## config.mk

```make
export PLATFORM = sky130hd
export DESIGN_NAME = jedec_fuse_map_parser
export DESIGN_NICKNAME = d
export VERILOG_FILES = /design/src/jfmp_pkg.sv /design/src/jedec_fuse_map_parser.sv
export SDC_FILE = /design/constraint.sdc
export NUM_CORES = 1
export LEC_CHECK = 0
export BUFFER_PORTS_ARGS = -buffer_cell sky130_fd_sc_hd__buf_2
export CAP_MARGIN = 10
export CORE_MARGIN = 4
export CORE_UTILIZATION = 67
export DETAILED_ROUTE_END_ITERATION = 16
export PLACE_DENSITY = 0.88
export SYNTH_ARGS = -nofsm -noshare
export SYNTH_HDL_FRONTEND = slang
export SYNTH_SLANG_ARGS = --single-unit
```

## constraint.sdc

```tcl
create_clock -name i_clk -period 10.3 [get_ports i_clk]
set_clock_uncertainty 0.05 [all_clocks]
set_input_delay 2.06 -clock i_clk [delete_from_list [all_inputs] [get_ports i_clk]]
set_output_delay 2.06 -clock i_clk [all_outputs]
set_load 0.01 [all_outputs]
```

## src/jfmp_pkg.sv

```systemverilog
// ----------------------------------------------------------------------------
// jfmp_pkg
// Shared types and codes for the fuse-map stream parser: transfer payloads,
// event and error codes, and the characters the parser recognizes.
// ----------------------------------------------------------------------------
`default_nettype none

package jfmp_pkg;

    // fuse address width, fixed by the result payload
    localparam int unsigned FUSE_ADDR_BITS = 20;

    // event codes
    localparam logic [2:0] EV_NONE   = 3'd0;
    localparam logic [2:0] EV_WRITE  = 3'd1;
    localparam logic [2:0] EV_CLEAR  = 3'd2;
    localparam logic [2:0] EV_FINISH = 3'd3;
    localparam logic [2:0] EV_ERROR  = 3'd4;

    // error codes
    localparam logic [2:0] ERR_NONE      = 3'd0;
    localparam logic [2:0] ERR_BAD_CMD   = 3'd1;
    localparam logic [2:0] ERR_BAD_QLET  = 3'd2;
    localparam logic [2:0] ERR_NO_DIGIT  = 3'd3;
    localparam logic [2:0] ERR_FUSE_OVF  = 3'd4;
    localparam logic [2:0] ERR_NOT_BIT   = 3'd5;

    // characters
    localparam logic [7:0] CH_STX   = 8'h02;
    localparam logic [7:0] CH_ETX   = 8'h03;
    localparam logic [7:0] CH_TAB   = 8'h09;
    localparam logic [7:0] CH_LF    = 8'h0A;
    localparam logic [7:0] CH_VT    = 8'h0B;
    localparam logic [7:0] CH_FF    = 8'h0C;
    localparam logic [7:0] CH_CR    = 8'h0D;
    localparam logic [7:0] CH_SPACE = 8'h20;
    localparam logic [7:0] CH_STAR  = 8'h2A;
    localparam logic [7:0] CH_ZERO  = 8'h30;
    localparam logic [7:0] CH_ONE   = 8'h31;
    localparam logic [7:0] CH_NINE  = 8'h39;
    localparam logic [7:0] CH_UC_A  = 8'h41;
    localparam logic [7:0] CH_UC_C  = 8'h43;
    localparam logic [7:0] CH_UC_F  = 8'h46;
    localparam logic [7:0] CH_UC_J  = 8'h4A;
    localparam logic [7:0] CH_UC_L  = 8'h4C;
    localparam logic [7:0] CH_UC_N  = 8'h4E;
    localparam logic [7:0] CH_UC_P  = 8'h50;
    localparam logic [7:0] CH_UC_Q  = 8'h51;
    localparam logic [7:0] CH_UC_V  = 8'h56;
    localparam logic [7:0] CH_UC_X  = 8'h58;
    localparam logic [7:0] CH_LC_A  = 8'h61;
    localparam logic [7:0] CH_LC_F  = 8'h66;

    // input transfer payload
    typedef struct packed {
        logic [7:0] char_in;
        logic       stream_end;
    } t_in_item;

    // output transfer payload
    typedef struct packed {
        logic [2:0]                event_res;
        logic [FUSE_ADDR_BITS-1:0] fuse_address;
        logic                      fuse_value;
        logic [2:0]                error_code;
        logic [FUSE_ADDR_BITS-1:0] fuse_count;
        logic [15:0]               pin_count;
        logic [15:0]               vector_count;
        logic [15:0]               arch_code;
        logic [15:0]               package_code;
        logic [7:0]                test_default;
        logic [15:0]               file_checksum;
    } t_out_item;

endpackage

`default_nettype wire

```

## src/jedec_fuse_map_parser.sv

```systemverilog
// ----------------------------------------------------------------------------
// jedec_fuse_map_parser
// Character-at-a-time parser for JEDEC fuse-map text, emitting fuse-write,
// clear-all, finished and error events plus the parsed header fields.
// ----------------------------------------------------------------------------
// Takes one byte per clock while the output side is ready and gives one
// result per byte. A byte passes an input register and a result register:
// the parser step on the held byte is registered into the result register,
// from which it transfers out. With the output side ready the block sustains
// one byte every cycle, limited by the parser state update (phase plus one
// decimal or hex accumulator step). Bytes before STX are skipped, CR and LF
// are ignored, ETX or stream_end finishes. After a finish or an error the
// block reports event none for every byte until reset; the error code stays
// latched. Decimal fields saturate, the checksum keeps its low 16 bits.
// ----------------------------------------------------------------------------
`default_nettype none

module jedec_fuse_map_parser (
    input  wire                 i_clk,
    input  wire                 i_rst_n,
    input  wire                 i_in_valid,
    output logic                o_in_ready,
    input  jfmp_pkg::t_in_item  i_in_data,
    output logic                o_out_valid,
    input  wire                 i_out_ready,
    output jfmp_pkg::t_out_item o_out_data
);

    localparam int unsigned AW = jfmp_pkg::FUSE_ADDR_BITS;
    // accumulator width covers both the fuse address and the 16-bit fields
    localparam int unsigned DW = (AW > 16) ? AW : 16;
    localparam logic [DW-1:0] ADDR_MAX = DW'({AW{1'b1}});
    localparam logic [DW-1:0] WORD_MAX = DW'(16'hFFFF);

    typedef enum logic [3:0] {
        PH_HEADER, PH_COMMAND, PH_NOTE, PH_CHECK, PH_QLETTER, PH_QF, PH_QP,
        PH_QV, PH_X, PH_JARCH, PH_JPKG, PH_LNUM, PH_LVAL, PH_FDEF, PH_DONE,
        PH_ERROR
    } t_phase;

    // decimal accumulate with saturation at max
    function automatic logic [DW-1:0] dec_push(
        input logic [DW-1:0] acc,
        input logic [7:0]    ch,
        input logic [DW-1:0] max
    );
        logic [DW+3:0] v;
        v = ({4'd0, acc} << 3) + ({4'd0, acc} << 1) + (DW+4)'(ch[3:0]);
        if (v > {4'd0, max})
            return max;
        return v[DW-1:0];
    endfunction

    // control
    logic               r_in_valid;
    jfmp_pkg::t_in_item r_in;
    logic               r_out_valid;
    jfmp_pkg::t_out_item r_out;
    logic               adv;
    logic               take;

    // parser state
    t_phase        r_phase,      n_phase;
    logic [AW-1:0] r_cursor,     n_cursor;
    logic [AW-1:0] r_total,      n_total;
    logic [15:0]   r_pins,       n_pins;
    logic [15:0]   r_vectors,    n_vectors;
    logic [15:0]   r_arch,       n_arch;
    logic [15:0]   r_pkg,        n_pkg;
    logic [7:0]    r_test,       n_test;
    logic          r_defbit,     n_defbit;
    logic [15:0]   r_checksum,   n_checksum;
    logic [2:0]    r_error,      n_error;
    jfmp_pkg::t_out_item n_out;

    // handshake
    assign adv        = !r_out_valid || i_out_ready;
    assign take       = r_in_valid && adv;
    assign o_in_ready = !r_in_valid || adv;
    assign o_out_valid = r_out_valid;
    assign o_out_data  = r_out;

    // one parser step on the registered byte
    always_comb begin
        logic [7:0]    c;
        logic          is_dig;
        logic          is_blank;
        logic [3:0]    hexv;
        logic          is_hex;
        logic [2:0]    ev;
        logic [AW-1:0] addr;
        logic          val;

        c        = r_in.char_in;
        is_dig   = (c >= jfmp_pkg::CH_ZERO) && (c <= jfmp_pkg::CH_NINE);
        is_blank = c inside {jfmp_pkg::CH_SPACE, jfmp_pkg::CH_TAB,
                             jfmp_pkg::CH_VT, jfmp_pkg::CH_FF};
        hexv     = c[3:0];
        is_hex   = 1'b1;
        if (is_dig)
            hexv = c[3:0];
        else if (c inside {[jfmp_pkg::CH_LC_A:jfmp_pkg::CH_LC_F]}
                 || c inside {[jfmp_pkg::CH_UC_A:jfmp_pkg::CH_UC_F]})
            hexv = c[3:0] + 4'd9;
        else
            is_hex = 1'b0;

        ev   = jfmp_pkg::EV_NONE;
        addr = '0;
        val  = 1'b0;

        n_phase    = r_phase;
        n_cursor   = r_cursor;
        n_total    = r_total;
        n_pins     = r_pins;
        n_vectors  = r_vectors;
        n_arch     = r_arch;
        n_pkg      = r_pkg;
        n_test     = r_test;
        n_defbit   = r_defbit;
        n_checksum = r_checksum;
        n_error    = r_error;

        if (r_phase == PH_DONE || r_phase == PH_ERROR) begin
            ev = jfmp_pkg::EV_NONE;
        end else if (r_in.stream_end || c == jfmp_pkg::CH_ETX) begin
            n_phase = PH_DONE;
            ev      = jfmp_pkg::EV_FINISH;
        end else if (c == jfmp_pkg::CH_CR || c == jfmp_pkg::CH_LF) begin
            ev = jfmp_pkg::EV_NONE;
        end else begin
            case (r_phase)
                PH_HEADER: begin
                    if (c == jfmp_pkg::CH_STX)
                        n_phase = PH_COMMAND;
                end
                PH_COMMAND: begin
                    case (c)
                        jfmp_pkg::CH_UC_N: n_phase = PH_NOTE;
                        jfmp_pkg::CH_UC_Q: n_phase = PH_QLETTER;
                        jfmp_pkg::CH_UC_F: n_phase = PH_FDEF;
                        jfmp_pkg::CH_UC_X: n_phase = PH_X;
                        jfmp_pkg::CH_UC_J: n_phase = PH_JARCH;
                        jfmp_pkg::CH_UC_C: n_phase = PH_CHECK;
                        jfmp_pkg::CH_UC_L: begin
                            n_phase  = PH_LNUM;
                            n_cursor = '0;
                        end
                        default: begin
                            n_error = jfmp_pkg::ERR_BAD_CMD;
                            n_phase = PH_ERROR;
                            ev      = jfmp_pkg::EV_ERROR;
                        end
                    endcase
                end
                PH_NOTE: begin
                    if (c == jfmp_pkg::CH_STAR)
                        n_phase = PH_COMMAND;
                end
                PH_CHECK: begin
                    if (c == jfmp_pkg::CH_STAR) begin
                        n_phase = PH_COMMAND;
                    end else if (is_hex) begin
                        n_checksum = {r_checksum[11:0], hexv};
                    end else begin
                        n_error = jfmp_pkg::ERR_NO_DIGIT;
                        n_phase = PH_ERROR;
                        ev      = jfmp_pkg::EV_ERROR;
                    end
                end
                PH_QLETTER: begin
                    if (c == jfmp_pkg::CH_UC_F) begin
                        n_phase = PH_QF;
                    end else if (c == jfmp_pkg::CH_UC_P) begin
                        n_phase = PH_QP;
                    end else if (c == jfmp_pkg::CH_UC_V) begin
                        n_phase = PH_QV;
                    end else begin
                        n_error = jfmp_pkg::ERR_BAD_QLET;
                        n_phase = PH_ERROR;
                        ev      = jfmp_pkg::EV_ERROR;
                    end
                end
                PH_QF, PH_QP, PH_QV, PH_JPKG: begin
                    if (is_dig) begin
                        case (r_phase)
                            PH_QF: n_total = AW'(dec_push(DW'(r_total), c, ADDR_MAX));
                            PH_QP: n_pins = 16'(dec_push(DW'(r_pins), c, WORD_MAX));
                            PH_QV: n_vectors =
                                16'(dec_push(DW'(r_vectors), c, WORD_MAX));
                            default: n_pkg = 16'(dec_push(DW'(r_pkg), c, WORD_MAX));
                        endcase
                    end else if (c == jfmp_pkg::CH_STAR) begin
                        n_phase = PH_COMMAND;
                    end else begin
                        n_error = jfmp_pkg::ERR_NO_DIGIT;
                        n_phase = PH_ERROR;
                        ev      = jfmp_pkg::EV_ERROR;
                    end
                end
                PH_X: begin
                    if (c == jfmp_pkg::CH_STAR)
                        n_phase = PH_COMMAND;
                    else
                        n_test = c - jfmp_pkg::CH_ZERO;
                end
                PH_JARCH: begin
                    if (is_dig) begin
                        n_arch = 16'(dec_push(DW'(r_arch), c, WORD_MAX));
                    end else if (c == jfmp_pkg::CH_SPACE) begin
                        n_phase = PH_JPKG;
                    end else begin
                        n_error = jfmp_pkg::ERR_NO_DIGIT;
                        n_phase = PH_ERROR;
                        ev      = jfmp_pkg::EV_ERROR;
                    end
                end
                PH_LNUM: begin
                    if (is_dig) begin
                        n_cursor = AW'(dec_push(DW'(r_cursor), c, ADDR_MAX));
                    end else if (is_blank) begin
                        n_phase = PH_LVAL;
                    end else begin
                        n_error = jfmp_pkg::ERR_NO_DIGIT;
                        n_phase = PH_ERROR;
                        ev      = jfmp_pkg::EV_ERROR;
                    end
                end
                PH_LVAL: begin
                    if (c == jfmp_pkg::CH_STAR) begin
                        n_phase = PH_COMMAND;
                    end else if (is_blank) begin
                        ev = jfmp_pkg::EV_NONE;
                    end else if (r_cursor >= r_total) begin
                        n_error = jfmp_pkg::ERR_FUSE_OVF;
                        n_phase = PH_ERROR;
                        ev      = jfmp_pkg::EV_ERROR;
                    end else if (c == jfmp_pkg::CH_ZERO || c == jfmp_pkg::CH_ONE) begin
                        ev       = jfmp_pkg::EV_WRITE;
                        addr     = r_cursor;
                        val      = c[0];
                        n_cursor = r_cursor + AW'(1);
                    end else begin
                        n_error = jfmp_pkg::ERR_NOT_BIT;
                        n_phase = PH_ERROR;
                        ev      = jfmp_pkg::EV_ERROR;
                    end
                end
                PH_FDEF: begin
                    if (c == jfmp_pkg::CH_ZERO || c == jfmp_pkg::CH_ONE) begin
                        n_defbit = c[0];
                    end else if (c == jfmp_pkg::CH_STAR) begin
                        n_phase = PH_COMMAND;
                        ev      = jfmp_pkg::EV_CLEAR;
                        val     = r_defbit;
                    end else begin
                        n_error = jfmp_pkg::ERR_NOT_BIT;
                        n_phase = PH_ERROR;
                        ev      = jfmp_pkg::EV_ERROR;
                    end
                end
                default: n_phase = PH_ERROR;
            endcase
        end

        n_out.event_res     = ev;
        n_out.fuse_address  = addr;
        n_out.fuse_value    = val;
        n_out.error_code    = n_error;
        n_out.fuse_count    = n_total;
        n_out.pin_count     = n_pins;
        n_out.vector_count  = n_vectors;
        n_out.arch_code     = n_arch;
        n_out.package_code  = n_pkg;
        n_out.test_default  = n_test;
        n_out.file_checksum = n_checksum;
    end

    // input register
    always_ff @(posedge i_clk) begin
        if (!i_rst_n) begin
            r_in_valid <= 1'b0;
        end else if (o_in_ready) begin
            r_in_valid <= i_in_valid;
        end
        if (i_in_valid && o_in_ready) begin
            r_in <= i_in_data;
        end
    end

    // parser state and result register
    always_ff @(posedge i_clk) begin
        if (!i_rst_n) begin
            r_out_valid <= 1'b0;
            r_phase     <= PH_HEADER;
            r_cursor    <= '0;
            r_total     <= '0;
            r_pins      <= '0;
            r_vectors   <= '0;
            r_arch      <= '0;
            r_pkg       <= '0;
            r_test      <= '0;
            r_defbit    <= 1'b0;
            r_checksum  <= '0;
            r_error     <= jfmp_pkg::ERR_NONE;
        end else begin
            if (adv) begin
                r_out_valid <= r_in_valid;
            end
            if (take) begin
                r_phase    <= n_phase;
                r_cursor   <= n_cursor;
                r_total    <= n_total;
                r_pins     <= n_pins;
                r_vectors  <= n_vectors;
                r_arch     <= n_arch;
                r_pkg      <= n_pkg;
                r_test     <= n_test;
                r_defbit   <= n_defbit;
                r_checksum <= n_checksum;
                r_error    <= n_error;
            end
        end
        if (take) begin
            r_out <= n_out;
        end
    end

`ifndef SYNTHESIS
    // an error event always carries a latched error code
    a_err_code: assert property (@(posedge i_clk) disable iff (!i_rst_n)
        (o_out_valid && o_out_data.event_res == jfmp_pkg::EV_ERROR)
        |-> (o_out_data.error_code != jfmp_pkg::ERR_NONE))
        else $error("error event without error code");

    // fuse writes stay inside the declared fuse count
    a_fuse_bound: assert property (@(posedge i_clk) disable iff (!i_rst_n)
        (o_out_valid && o_out_data.event_res == jfmp_pkg::EV_WRITE)
        |-> (o_out_data.fuse_address < o_out_data.fuse_count))
        else $error("fuse write beyond fuse count");

    // error phase is left only by reset
    a_err_sticky: assert property (@(posedge i_clk) disable iff (!i_rst_n)
        (r_phase == PH_ERROR) |=> (r_phase == PH_ERROR))
        else $error("left error phase without reset");

    // a held input byte blocks the next transfer while the result stalls
    a_stall: assert property (@(posedge i_clk) disable iff (!i_rst_n)
        (r_in_valid && r_out_valid && !i_out_ready) |-> !o_in_ready)
        else $error("input accepted while pipeline stalled");
`endif

endmodule

`default_nettype wire
```

==> run_results.csv <==
group,metric,value,unit
critical_path,path_buf_inv,1,
global_routing,grt_use_total,30.8,%
synth,synthFlopType,"edfxtp_1",
clocking,clk_latency,0.57,ns
clocking,htree_levels,1,
layout,fin_nets,2531,
route,final_antenna_net_count,0,
sta,tns,0,ns
placement,portBuffers,149,
clocking,cts_resized,0,
floorplan,core_area,29000,µm²
clocking,clkTransAtPathRegs,0.07,ns
global_routing,grt_first_pass_wirelength,86000,µm
synth,syn_inst,2185,
synth,synth_edf_count,144,
route,postRouteWirelength,52600,µm
global_routing,use_met2,52.5,%
power_and_ir_drop,ir_worst_vdd,0.160,mV
critical_path,path_delay_family,"simple AND/OR/NAND/NOR gates",
power_and_ir_drop,leakage,9.50,nW
critical_path,crit_slowest_cell,"nor2_2",
floorplan,ios,150,
sta,tightest_slew,1.18,ns
floorplan,row_count,62,
job,maxCapViolations,0,
clocking,cts_inserted_buffers,30,
sta,fin_crit_sh,48.0,%
critical_path,crit_arrival,5.38,ns
placement,gp_congestion,0.958,
route,drcViolationCount,0,
sta,min_period,4.94,ns
route,dr.first_iter.drc_count,1738,
synth,synth_warnings,0,
route,first_pass_iters,6,
floorplan,start_util,68.7,%
synth,synthDistinctLibCells,98,
outcome,status,"complete, no violations",
min_path,holdPathStages,2,
critical_path,cp.required,10.74,ns
critical_path,crit_type,"reg -> reg",
layout,layout.cells.non_filler,2681,
synth,ys_async_sr_fraction,0,%
placement,placed_area,20900,µm²
synth,netlist_area,19900,µm²
critical_path,cp-start-kind,"register",
synth,synth_seq_cells,282,
clocking,clkSinkCount,282,
placement,dp_cells,2625,
clocking,cts_setup_buffers,0,
global_routing,globalRouteMet1Util,39.6,%
synth,synth_area_leaders,"edfxtp_1 (22%), ha_1 (15%), dfxtp_1 (14%), nor2_1 (4.9%), a21oi_1 (3.5%)",
critical_path,ff2ff_path_depth,10,
floorplan,die_height,180,µm
critical_path,critPathMaxStageDelay,0.89,ns
global_routing,antenna_found_initial,0,
sta,timing.final.ws_setup,5.36,ns
critical_path,cp_cell_sequence,"clkinv_1 -> ha_1 -> mux2i_1 -> or2_2 -> nand3_2 -> or3_1 -> or2_1 -> nor2_2 -> o21ai_1 -> a31oi_1",
global_routing,gr-max-usage-layer,"met2",
route,routedWlPerCell,19.6,µm
synth,synth_top_area_share,21.7,%
synth,synth_top_cell_by_area,"edfxtp_1",
floorplan,dieWidth,180,µm
global_routing,grt_pass1_vias,17400,
sta,hold_violations,0,
power_and_ir_drop,power_density,119,nW/µm²
sta,relSlewSlack,21.0,%
global_routing,met3_usage,4.74,%
critical_path,worstPathMaxFanout,30,
synth,synth.avg_cell_area,9.12,µm²
sta,slew_viol_final,0,
critical_path,cp-end-kind,"register",
floorplan,dieArea,32600,µm²
layout,syn_to_final_growth,10.2,%
clocking,clockBufferDepth,3,
route,avgViaCountPerCell,6.66,
clocking,cts_root_buf,"clkbuf_16",
placement,place_hpwl,36800,µm
layout,fin_area,22000,µm²
sta,timing.fmax,202,MHz
route,via_count,17800,
critical_path,path_depth,10,
min_path,hp-class,"reg -> reg",
synth,seq_area_frac_synth,35.5,%
global_routing,grt_max_degree,101,
clocking,cts_hold_buffers,0,
synth,syn_nets,2443,
sta,rsz0062_at_grt,"false",
placement,pre_cts_slack,4.99,ns
clocking,cts_tree,"yes",
layout,layout-drive-gt1-share,12.2,%
global_routing,overflow,0,
sta,finalSetupViolCount,0,
layout,num_antenna_cells,0,
sta,whs,0.413,ns
-- path summary, 6_finish.rpt --
path | from | end | slack, ns
setup / recovery | r_in[1] | r_vectors[8] | 5.36
hold / removal | r_defbit | r_defbit | 0.41
setup reg to reg | r_in[1] | r_vectors[8] | 5.36
hold reg to reg | r_defbit | r_defbit | 0.41
-- worst register-to-register path: stages, from the launching register on --
cell and delay [ns]:
edfxtp_1 0.77, clkinv_1 0.66, ha_1 0.51, mux2i_1 0.19, or2_2 0.19, nand3_2 0.26, or3_1 0.64, or2_1 0.33
nor2_2 0.89, o21ai_1 0.16, a31oi_1 0.20
-- cell usage after synthesis, drive strengths merged (7+ instances only) --
library cell	instances
nand3	38
o31a	21
mux2i	7
clkbuf	70
nor3	55
nand2b	31
and2	29
inv	75
o22ai	9
o21ai	170
nand4	21
edfxtp	144
nor4	15
a31oi	103
a21oi	140
ha	233
xor2	31
mux2	18
a211oi	26
fa	12
o221a	16
and4	10
nor2b	23
nor2	264
o21a	18
a311oi	10
or3	12
a21o	43
o22a	33
dfxtp	138
xnor2	48
o211ai	23
o21bai	12
and3	22
buf	39
nand2	115
-- state kept, by name, indices dropped and copies added, names as in the netlist --
name         count
o_out_data     135
r_cursor        20
r_total         20
r_arch          16
r_checksum      16
r_pins          16
r_pkg           16
r_vectors       16
r_in             9
r_test           8
r_phase          4
r_error          3
o_out_valid      1
r_defbit         1
r_in_valid       1
-- logic make-up (layout without fill, tap and decap cells) --
group	count (synthesis)	in the layout	share of synthesized area [%]
multiplexers	25	25	1.37
buffers and inverters	186	298	3.82
flip-flops	282	282	35.5
XOR/XNOR	79	79	3.47
adder cells (fa/ha/maj)	245	245	15.8
AO/OA/AOI/OAI	705	705	23.6
AND/OR/NAND/NOR	663	663	16.4
-- power breakdown --
part | switching [mW] | internal (mW) | total, mW
clock | 0.465 | 0.748 | 1.21
sequential | 0.0268 | 1.21 | 1.24
combinational | 0.112 | 0.0548 | 0.166
-- placed cells by master (no fill, tap or decap), drive strengths merged, types with 22 or more instances in the layout --
cell	netlist	final
nand2	115	115
nor3	55	55
a211oi	26	26
and2	29	29
o22a	33	33
clkbuf	70	39
a21oi	140	140
nand2b	31	31
o21ai	170	170
ha	233	233
inv	75	78
o211ai	23	23
a21o	43	43
nor2b	23	23
nor2	264	264
xor2	31	31
nand3	38	38
edfxtp	144	144
and3	22	22
a31oi	103	103
xnor2	48	48
dfxtp	138	138
buf	39	165
-- per-layer routing --
layer | part of all wire, % | up-vias
li1 | - | 8429
met1 | 41 | 8498
met2 | 48 | 766
met3 | 6.9 | 156
met4 | 3.4 | 0
met5 | 0 | -
-- metrics by stage --
step / total power [mW] / util [%]
floorplan: 1.37 / -
global placement: 1.42 / 71.9
detailed placement: 1.42 / 71.9
CTS: 2.62 / 75.7
global route: 2.69 / 75.7
finish: 2.62 / 75.7
-- cell type report --
class,count,area [µm²]
clock buffer,39,836
clock inverter,17,275
fill,2071,7050
inverter,77,294
multi-input combinational,1717,12100
sequential,282,7090
tap,384,480
timing repair buffer,165,866
Power figures use the tool's default switching activity.
